### src/rtl/heading_pd_differential_thrust_defines.svh
// Assertion macros shared by the heading PD controller RTL.
`ifndef HEADING_PD_DIFFERENTIAL_THRUST_DEFINES_SVH
`define HEADING_PD_DIFFERENTIAL_THRUST_DEFINES_SVH

// Same-cycle implication, checked on every clk edge outside reset.
`define HPDT_ASSERT_NOW(lbl, ante, cons, msg) \
  lbl: assert property (@(posedge clk) disable iff (!rst_n) (ante) |-> (cons)) \
    else $error(msg);

// Next-cycle implication, checked on every clk edge outside reset.
`define HPDT_ASSERT_NEXT(lbl, ante, cons, msg) \
  lbl: assert property (@(posedge clk) disable iff (!rst_n) (ante) |=> (cons)) \
    else $error(msg);

`endif

### src/rtl/hpdt_pkg.sv
// Types and constants for the heading PD controller.
package hpdt_pkg;

  // Field widths
  localparam int HEAD_W  = 12;
  localparam int PGAIN_W = 10;
  localparam int DGAIN_W = 10;
  localparam int PW_W    = 16;
  localparam int ERR_W   = 12;
  localparam int DIFF_W  = 13;
  localparam int PPROD_W = 23;
  localparam int DPROD_W = 24;
  localparam int PMAG_W  = 21;
  localparam int DIVM_W  = 21;
  localparam int PQ_W    = 18;
  localparam int P_W     = 19;
  localparam int SUM_W   = 25;

  // Configuration register indexes
  localparam int CFG_IDX_W = 3;
  localparam logic [CFG_IDX_W-1:0] CFG_TARGET     = 3'd0;
  localparam logic [CFG_IDX_W-1:0] CFG_PROP_GAIN  = 3'd1;
  localparam logic [CFG_IDX_W-1:0] CFG_DERIV_GAIN = 3'd2;
  localparam logic [CFG_IDX_W-1:0] CFG_LEFT_CTR   = 3'd3;
  localparam logic [CFG_IDX_W-1:0] CFG_RIGHT_CTR  = 3'd4;
  localparam logic [CFG_IDX_W-1:0] CFG_FLOOR      = 3'd5;
  localparam logic [CFG_IDX_W-1:0] CFG_CEILING    = 3'd6;

  // Reset values
  localparam logic [PW_W-1:0] RST_CENTER  = 16'd2779;
  localparam logic [PW_W-1:0] RST_FLOOR   = 16'd2031;
  localparam logic [PW_W-1:0] RST_CEILING = 16'd3508;

  // Angle wrap, tenths of a degree
  localparam logic signed [DIFF_W-1:0] WRAP_HALF = 13'sd1800;
  localparam logic signed [DIFF_W-1:0] WRAP_FULL = 13'sd3600;

  // x/10 = (x * ceil(2^24/10)) >> 24, exact for x < 2^22
  localparam logic [DIVM_W-1:0] DIV10_MUL   = 21'd1677722;
  localparam int                DIV10_SHIFT = 24;

  typedef struct packed {
    logic [HEAD_W-1:0]  target;
    logic [PGAIN_W-1:0] prop_gain;
    logic [DGAIN_W-1:0] deriv_gain;
    logic [PW_W-1:0]    left_ctr;
    logic [PW_W-1:0]    right_ctr;
    logic [PW_W-1:0]    floor_w;
    logic [PW_W-1:0]    ceil_w;
  } cfg_t;

  typedef struct packed {
    logic signed [ERR_W-1:0]   err;
    logic signed [PPROD_W-1:0] pprod;
    logic signed [DPROD_W-1:0] dprod;
  } err_word_t;

  typedef struct packed {
    logic signed [ERR_W-1:0]   err;
    logic signed [P_W-1:0]     p_term;
    logic signed [DPROD_W-1:0] d_term;
  } term_word_t;

endpackage

### src/rtl/heading_pd_differential_thrust.sv
// Heading PD controller with differential fan thrust, top level.
// Each input word carries one compass heading in tenths of a degree. The
// block forms the heading error (target minus heading, wrapped once into
// -1800..1800), a P term of prop_gain_tenths * error / 10 truncated toward
// zero, and a D term of deriv_gain times the change in error since the
// previous word. Right width = right center + P + D, left width = left
// center - P - D; left is limited to the ceiling and then raised to the
// floor, right is raised to the floor and then limited to the ceiling.
// One result word leaves for every input word, in order. Throughput is one
// word per clock: a new word is taken every cycle as long as the result
// side keeps up. On its way to out_valid each word passes four register
// ranks: input, gain products, divide by ten (reciprocal multiply), and the
// result register. Write configuration only while no word is in flight;
// out-of-range register indexes are ignored.
module heading_pd_differential_thrust
  import hpdt_pkg::*;
(
  input  logic                    clk,
  input  logic                    rst_n,
  // configuration write port
  input  logic                    cfg_we,
  input  logic [CFG_IDX_W-1:0]    cfg_index,
  input  logic [PW_W-1:0]         cfg_data,
  // heading input word
  input  logic                    in_valid,
  output logic                    in_ready,
  input  logic [HEAD_W-1:0]       in_compass_heading,
  // result word
  output logic                    out_valid,
  input  logic                    out_ready,
  output logic [PW_W-1:0]         out_left_width,
  output logic [PW_W-1:0]         out_right_width,
  output logic signed [ERR_W-1:0] out_wrapped_error
);

  cfg_t       cfg_r;
  logic       e2d_valid, e2d_ready;
  err_word_t  e2d_word;
  logic       d2o_valid, d2o_ready;
  term_word_t d2o_word;

  // configuration registers, reset to their documented values
  always_ff @(posedge clk) begin
    if (!rst_n) begin
      cfg_r.target     <= '0;
      cfg_r.prop_gain  <= '0;
      cfg_r.deriv_gain <= '0;
      cfg_r.left_ctr   <= RST_CENTER;
      cfg_r.right_ctr  <= RST_CENTER;
      cfg_r.floor_w    <= RST_FLOOR;
      cfg_r.ceil_w     <= RST_CEILING;
    end else if (cfg_we) begin
      case (cfg_index)
        CFG_TARGET:     cfg_r.target     <= cfg_data[HEAD_W-1:0];
        CFG_PROP_GAIN:  cfg_r.prop_gain  <= cfg_data[PGAIN_W-1:0];
        CFG_DERIV_GAIN: cfg_r.deriv_gain <= cfg_data[DGAIN_W-1:0];
        CFG_LEFT_CTR:   cfg_r.left_ctr   <= cfg_data;
        CFG_RIGHT_CTR:  cfg_r.right_ctr  <= cfg_data;
        CFG_FLOOR:      cfg_r.floor_w    <= cfg_data;
        CFG_CEILING:    cfg_r.ceil_w     <= cfg_data;
        default: ;
      endcase
    end
  end

  // input register, error wrap, P and D products; holds the previous error
  hpdt_err_stage u_err (
    .clk        (clk),
    .rst_n      (rst_n),
    .cfg        (cfg_r),
    .in_valid   (in_valid),
    .in_ready   (in_ready),
    .in_heading (in_compass_heading),
    .dn_valid   (e2d_valid),
    .dn_ready   (e2d_ready),
    .dn_word    (e2d_word)
  );

  // P product divided by ten via reciprocal multiply
  hpdt_div_stage u_div (
    .clk      (clk),
    .rst_n    (rst_n),
    .up_valid (e2d_valid),
    .up_ready (e2d_ready),
    .up_word  (e2d_word),
    .dn_valid (d2o_valid),
    .dn_ready (d2o_ready),
    .dn_word  (d2o_word)
  );

  // mixing, saturation and result register
  hpdt_out_stage u_out (
    .clk       (clk),
    .rst_n     (rst_n),
    .cfg       (cfg_r),
    .up_valid  (d2o_valid),
    .up_ready  (d2o_ready),
    .up_word   (d2o_word),
    .out_valid (out_valid),
    .out_ready (out_ready),
    .out_left  (out_left_width),
    .out_right (out_right_width),
    .out_err   (out_wrapped_error)
  );

endmodule

### src/rtl/hpdt_err_stage.sv
// Input register, heading error wrap and gain products.
`include "heading_pd_differential_thrust_defines.svh"

module hpdt_err_stage
  import hpdt_pkg::*;
(
  input  logic              clk,
  input  logic              rst_n,
  input  cfg_t              cfg,
  input  logic              in_valid,
  output logic              in_ready,
  input  logic [HEAD_W-1:0] in_heading,
  output logic              dn_valid,
  input  logic              dn_ready,
  output err_word_t         dn_word
);

  logic                     s0_vld_r, s0_vld_nxt;
  logic [HEAD_W-1:0]        s0_head_r;
  logic                     s1_vld_r, s1_vld_nxt;
  err_word_t                s1_r, s1_nxt;
  logic signed [ERR_W-1:0]  last_err_r;
  logic                     s1_free, s0_go, in_take;
  logic signed [DIFF_W-1:0] diff, wrapped, delta;
  logic signed [ERR_W-1:0]  err;

  assign s1_free  = !s1_vld_r || dn_ready;
  assign s0_go    = s0_vld_r && s1_free;
  assign in_ready = !s0_vld_r || s1_free;
  assign in_take  = in_valid && in_ready;

  always_comb begin
    s0_vld_nxt = s0_vld_r;
    if (in_take) begin
      s0_vld_nxt = 1'b1;
    end else if (s0_go) begin
      s0_vld_nxt = 1'b0;
    end
    s1_vld_nxt = s1_vld_r;
    if (s0_go) begin
      s1_vld_nxt = 1'b1;
    end else if (dn_ready) begin
      s1_vld_nxt = 1'b0;
    end
  end

  // single wrap into -1800..1800
  always_comb begin
    diff = $signed({1'b0, cfg.target}) - $signed({1'b0, s0_head_r});
    if (diff > WRAP_HALF) begin
      wrapped = diff - WRAP_FULL;
    end else if (diff < -WRAP_HALF) begin
      wrapped = diff + WRAP_FULL;
    end else begin
      wrapped = diff;
    end
    err   = wrapped[ERR_W-1:0];
    delta = $signed({err[ERR_W-1], err}) - $signed({last_err_r[ERR_W-1], last_err_r});
    s1_nxt.err   = err;
    s1_nxt.pprod = $signed({1'b0, cfg.prop_gain}) * err;
    s1_nxt.dprod = $signed({1'b0, cfg.deriv_gain}) * delta;
  end

  always_ff @(posedge clk) begin
    if (!rst_n) begin
      s0_vld_r   <= 1'b0;
      s1_vld_r   <= 1'b0;
      last_err_r <= '0;
    end else begin
      s0_vld_r <= s0_vld_nxt;
      s1_vld_r <= s1_vld_nxt;
      if (s0_go) begin
        last_err_r <= err;
      end
    end
  end

  always_ff @(posedge clk) begin
    if (in_take) begin
      s0_head_r <= in_heading;
    end
    if (s0_go) begin
      s1_r <= s1_nxt;
    end
  end

  assign dn_valid = s1_vld_r;
  assign dn_word  = s1_r;

  `HPDT_ASSERT_NOW(a_err_range, s1_vld_r, (s1_r.err <= 12'sd1800) && (s1_r.err >= -12'sd1800), "wrapped error out of range")
  `HPDT_ASSERT_NEXT(a_last_err_track, s0_go, last_err_r == s1_r.err, "previous error not tracking stage word")

endmodule

### src/rtl/hpdt_div_stage.sv
// Proportional term divide by ten, truncating toward zero.
`include "heading_pd_differential_thrust_defines.svh"

module hpdt_div_stage
  import hpdt_pkg::*;
(
  input  logic       clk,
  input  logic       rst_n,
  input  logic       up_valid,
  output logic       up_ready,
  input  err_word_t  up_word,
  output logic       dn_valid,
  input  logic       dn_ready,
  output term_word_t dn_word
);

  logic                      vld_r, vld_nxt;
  term_word_t                word_r, word_nxt;
  logic                      go, neg;
  logic signed [PPROD_W-1:0] pabs;
  logic [PMAG_W-1:0]         pmag;
  logic [PMAG_W+DIVM_W-1:0]  prod;
  logic [PQ_W-1:0]           quo;

  assign up_ready = !vld_r || dn_ready;
  assign go       = up_valid && up_ready;

  always_comb begin
    vld_nxt = vld_r;
    if (go) begin
      vld_nxt = 1'b1;
    end else if (dn_ready) begin
      vld_nxt = 1'b0;
    end
  end

  // magnitude through reciprocal, sign put back afterwards
  always_comb begin
    neg  = up_word.pprod[PPROD_W-1];
    pabs = neg ? -up_word.pprod : up_word.pprod;
    pmag = pabs[PMAG_W-1:0];
    prod = pmag * DIV10_MUL;
    quo  = prod[DIV10_SHIFT +: PQ_W];
    word_nxt.err    = up_word.err;
    word_nxt.p_term = neg ? -$signed({1'b0, quo}) : $signed({1'b0, quo});
    word_nxt.d_term = up_word.dprod;
  end

  always_ff @(posedge clk) begin
    if (!rst_n) begin
      vld_r <= 1'b0;
    end else begin
      vld_r <= vld_nxt;
    end
  end

  always_ff @(posedge clk) begin
    if (go) begin
      word_r <= word_nxt;
    end
  end

  assign dn_valid = vld_r;
  assign dn_word  = word_r;

  `HPDT_ASSERT_NEXT(a_p_sign, go, (word_r.p_term == '0) || (word_r.p_term[P_W-1] == $past(up_word.pprod[PPROD_W-1])), "P term sign flipped")

endmodule

### src/rtl/hpdt_out_stage.sv
// Center plus terms, saturation and the result register.
module hpdt_out_stage
  import hpdt_pkg::*;
(
  input  logic                    clk,
  input  logic                    rst_n,
  input  cfg_t                    cfg,
  input  logic                    up_valid,
  output logic                    up_ready,
  input  term_word_t              up_word,
  output logic                    out_valid,
  input  logic                    out_ready,
  output logic [PW_W-1:0]         out_left,
  output logic [PW_W-1:0]         out_right,
  output logic signed [ERR_W-1:0] out_err
);

  logic                     vld_r, vld_nxt, go;
  logic [PW_W-1:0]          left_r, left_nxt, right_r, right_nxt;
  logic signed [ERR_W-1:0]  err_r;
  logic signed [SUM_W-1:0]  p_ext, d_ext, lc, rc, lo, hi;
  logic signed [SUM_W-1:0]  left_sum, right_sum, left_t, right_t, left_c, right_c;

  assign up_ready = !vld_r || out_ready;
  assign go       = up_valid && up_ready;

  always_comb begin
    vld_nxt = vld_r;
    if (go) begin
      vld_nxt = 1'b1;
    end else if (out_ready) begin
      vld_nxt = 1'b0;
    end
  end

  always_comb begin
    p_ext = $signed({{(SUM_W-P_W){up_word.p_term[P_W-1]}}, up_word.p_term});
    d_ext = $signed({{(SUM_W-DPROD_W){up_word.d_term[DPROD_W-1]}}, up_word.d_term});
    lc    = $signed({{(SUM_W-PW_W){1'b0}}, cfg.left_ctr});
    rc    = $signed({{(SUM_W-PW_W){1'b0}}, cfg.right_ctr});
    lo    = $signed({{(SUM_W-PW_W){1'b0}}, cfg.floor_w});
    hi    = $signed({{(SUM_W-PW_W){1'b0}}, cfg.ceil_w});
    right_sum = rc + p_ext + d_ext;
    left_sum  = lc - p_ext - d_ext;
    // left: ceiling first, then floor; right: floor first, then ceiling
    left_t    = (left_sum > hi) ? hi : left_sum;
    left_c    = (left_t < lo) ? lo : left_t;
    right_t   = (right_sum < lo) ? lo : right_sum;
    right_c   = (right_t > hi) ? hi : right_t;
    left_nxt  = left_c[PW_W-1:0];
    right_nxt = right_c[PW_W-1:0];
  end

  always_ff @(posedge clk) begin
    if (!rst_n) begin
      vld_r <= 1'b0;
    end else begin
      vld_r <= vld_nxt;
    end
  end

  always_ff @(posedge clk) begin
    if (go) begin
      left_r  <= left_nxt;
      right_r <= right_nxt;
      err_r   <= up_word.err;
    end
  end

  assign out_valid = vld_r;
  assign out_left  = left_r;
  assign out_right = right_r;
  assign out_err   = err_r;

endmodule

### config.mk
export PLATFORM = sky130hd
export DESIGN_NAME = heading_pd_differential_thrust
export DESIGN_NICKNAME = d
export VERILOG_FILES = /design/src/rtl/hpdt_pkg.sv /design/src/rtl/heading_pd_differential_thrust.sv /design/src/rtl/hpdt_err_stage.sv /design/src/rtl/hpdt_div_stage.sv /design/src/rtl/hpdt_out_stage.sv
export VERILOG_INCLUDE_DIRS = /design/src /design/src/rtl
export SDC_FILE = /design/constraint.sdc
export NUM_CORES = 2
export LEC_CHECK = 0
export BUFFER_PORTS_ARGS = -buffer_cell sky130_fd_sc_hd__buf_2
export CAP_MARGIN = 20
export CORE_MARGIN = 8
export CORE_UTILIZATION = 40
export DETAILED_ROUTE_END_ITERATION = 7
export PLACE_DENSITY = 0.54
export SLEW_MARGIN = 20
export SYNTH_ARGS = -nofsm -noshare
export SYNTH_HDL_FRONTEND = slang
export SYNTH_SLANG_ARGS = --single-unit
### constraint.sdc
create_clock -name clk -period 9.1 [get_ports clk]
set_input_delay 0.455 -clock clk [delete_from_list [all_inputs] [get_ports clk]]
set_output_delay 0.455 -clock clk [all_outputs]
set_load 0.03 [all_outputs]
==> reports/qor.csv <==
stage,metric,value,unit
floorplanning,die-height,307,µm
floorplanning,rows,107,
cells_and_area,drive_above_1_share,0.133,
place,dp_hpwl,73000,µm
place,gp_routability_congestion,0.927,
global_route,grt_antenna_before_repair,2,
cts,clk_pin_slew,0.06,ns
cts,cts-root-buf,clkbuf_16,
setup_path,slowest_delay,0.57,ns
setup_path,crit_top_cell,fa_1,
floorplanning,die-width,307,µm
floorplanning,dieArea,0.0945,mm²
timing,finalClockSkew,0.0310,ns
detailed_routing,firstDrtPassIters,5,
detailed_routing,drt-vias-per-instance,5.04,
logic_synthesis,synth.net_count,4442,
logic_synthesis,syn-instance-count,3521,
setup_path,crit_fanout,6,
timing,setup_violations,0,
flow_run,cap_violations,0,
timing,tightest_slew,0.867,ns
timing,slew_headroom,0.422,
cells_and_area,regArea,0.00732,mm²
global_route,grt_pass1_wl,141000,µm
timing,slew_violations,0,
timing,post-route-period-util,0.971,
cells_and_area,syn_to_final_growth,14.1,%
logic_synthesis,synth_top_area_share,0.240,
timing,fmax,113,MHz
setup_path,critPathSlowestCell,fa_1,
cts,cts_tree,built,
logic_synthesis,netlist-cell-type-count,82,
timing,fin_hold_ws,0.0817,ns
hold_path,hp-class,in -> reg,
cts,clock_path_buffers,3,
logic_synthesis,yosysSeqAreaShare,0.215,
cells_and_area,multi_input_area,0.0245,mm²
detailed_routing,antenna_left,0,
setup_path,r2r-start,cfg_r[84],
timing,rsz0062_at_grt,yes,
setup_path,critPathArrivalTime,9.12,ns
logic_synthesis,synthesis.area,0.0340,mm²
floorplanning,initial_core_util,0.402,
global_route,grt_usage,0.188,
detailed_routing,wire_per_inst,18.0,µm
global_route,grt_max_degree,65,
cells_and_area,fillers,8251,
detailed_routing,vias,24900,
place,io_buffers,81,
timing,hold_violations,0,
logic_synthesis,yosysTopAreaCell,fa_1,
cts,htreeDepth,2,
setup_path,worstSetupStartpointType,register,
setup_path,cp.required,9.38,ns
logic_synthesis,synthFlopType,edfxtp_1,
cts,cts_inserted_buffers,35,
detailed_routing,drt_iter0_markers,1316,
logic_synthesis,synthArstFlopShare,0,
setup_path,crit_start,cfg_r[84],
cells_and_area,final_nets,4687,
cts,cts_hold_buf,0,
logic_synthesis,synth_area_leaders,"fa_1 24%, ha_1 18%, edfxtp_1 15%",
detailed_routing,wl,88700,µm
floorplanning,fp.coreArea,0.0846,mm²
timing,period_minus_slack,8.84,ns
logic_synthesis,avgSynthCellArea,9.65,µm²
logic_synthesis,ys_ff_latch,281,
logic_synthesis,synth_edf_count,169,
setup_path,crit_type,reg -> reg,
floorplanning,io_pins,82,
detailed_routing,route.detailed.drc,0,
global_route,grt_overflow_total,0,
cells_and_area,n_antenna_cell,0,
hold_path,hp-start,in_compass_heading[10],
global_route,grt_pass1_vias,25400,
cts,clk-insertion-delay-late,0.55,ns
outcome,outcome,"finished, final reports clean",
setup_path,critPathCaptureType,register,
logic_synthesis,yosys_warnings,0,
cts,cts.sinks,281,
-- sequential cells by signal (all words and copies together) (netlist names), 12 cells and up --
signal,cells
cfg_r,96
u_div.dn_word,55
u_out.out_left,16
u_out.out_right,16
u_err.dn_word,58
u_err.s0_head_r,12
u_out.out_err,12
u_err.last_err_r,12
-- metal layers --
metal	GRT usage	vias up	share of wire
li1	-	12100	-
met1	0.266	12300	0.48
met2	0.312	416	0.46
met3	0.0180	78	0.037
met4	0.0374	0	0.019
met5	0	-	0
-- cells by family after synthesis --
family	after synthesis	synth area share
simple gates	852	0.120
xor+xnor	173	0.0446
flops	281	0.215
fa+ha+maj	885	0.416
compound gates	530	0.100
buf+inv	733	0.0813
mux	67	0.0221
-- area by class of cell --
| class | instances | area share |
|---|---|---|
| multi-input combinational | 2507 | 0.632 |
| sequential | 281 | 0.189 |
| inverter | 662 | 0.0641 |
| timing repair buffer | 279 | 0.0493 |
| tap | 1144 | 0.0369 |
| clock buffer | 41 | 0.0234 |
| clock inverter | 22 | 0.00571 |
-- cell usage after synthesis (9+ instances only) --
master / n
a211oi_1: 18
a21o_1: 69
a21oi_1: 186
a31oi_1: 16
and2_1: 133
and3_1: 12
clkbuf_1: 65
dfxtp_1: 112
edfxtp_1: 169
fa_1: 408
ha_1: 477
inv_1: 661
mux2_1: 10
mux2_2: 50
nand2_1: 387
nand2b_1: 23
nand3_1: 49
nand4_1: 25
nor2_1: 89
nor2b_1: 48
nor3_1: 37
o211ai_1: 26
o21a_1: 21
o21ai_0: 84
o21bai_1: 13
o31ai_1: 12
or3_1: 9
or4_1: 9
xnor2_1: 118
xor2_1: 55
-- worst max-delay path, delay by kind of cell, from the launching register on --
| kind | cells | cell delay [ns] |
|---|---|---|
| AND/OR/NAND/NOR | 7 | 0.66 |
| flip-flops | 1 | 0.32 |
| XOR/XNOR | 2 | 0.28 |
| buffers and inverters | 8 | 0.66 |
| AO/OA/AOI/OAI | 15 | 2.95 |
| adder cells (fa/ha/maj) | 9 | 3.69 |
-- metrics by stage --
stage | worst slack (ns) | cells | instance area [µm²] | TNS, ns | util
after floorplan | -0.0628 | 3521 | 34000 | -0.114 | -
after global placement | 0.0905 | 4851 | 36900 | 0 | 0.436
after detailed placement | -0.0394 | 4851 | 36900 | -0.0897 | 0.436
after CTS | 0.00350 | 4915 | 38100 | 0 | 0.450
after global routing | -0.193 | 4936 | 38800 | -0.381 | 0.458
final | 0.264 | 4936 | 38800 | 0 | 0.458
-- cells in the final DEF, fill, tap and decap left out, types with 35 or more instances in the layout --
cell type    n
mux2_2      50
edfxtp_1   169
fa_1       406
xor2_1      53
buf_2       81
a21oi_1    171
o21ai_0     69
xnor2_1    110
a21o_1      69
inv_1      654
buf_4      195
clkbuf_16   35
and2_1     131
nor2_1      86
ha_1       469
nor2b_1     46
nand3_1     47
nand2_1    383
dfxtp_1    110
-- path summary, 6_finish.rpt --
kind,to,slack [ns],cells after the start
hold reg to reg,u_div.dn_word[48],0.41,0
hold / removal,u_err.s0_head_r[10],0.08,1
setup / recovery,u_err.dn_word[22],0.26,41
setup reg to reg,u_err.dn_word[22],0.26,41
-- what timing repair did --
item                                    4_1_cts  5_1_grt
endpoints found under the setup margin        6       23
setup buffers                                 1       21
pin swaps                                     1       47
resized for setup                             6      114
Power is left out: the tool's default activity adds up to more than one toggle a clock period on the data nets, which glitch-free logic cannot reach.
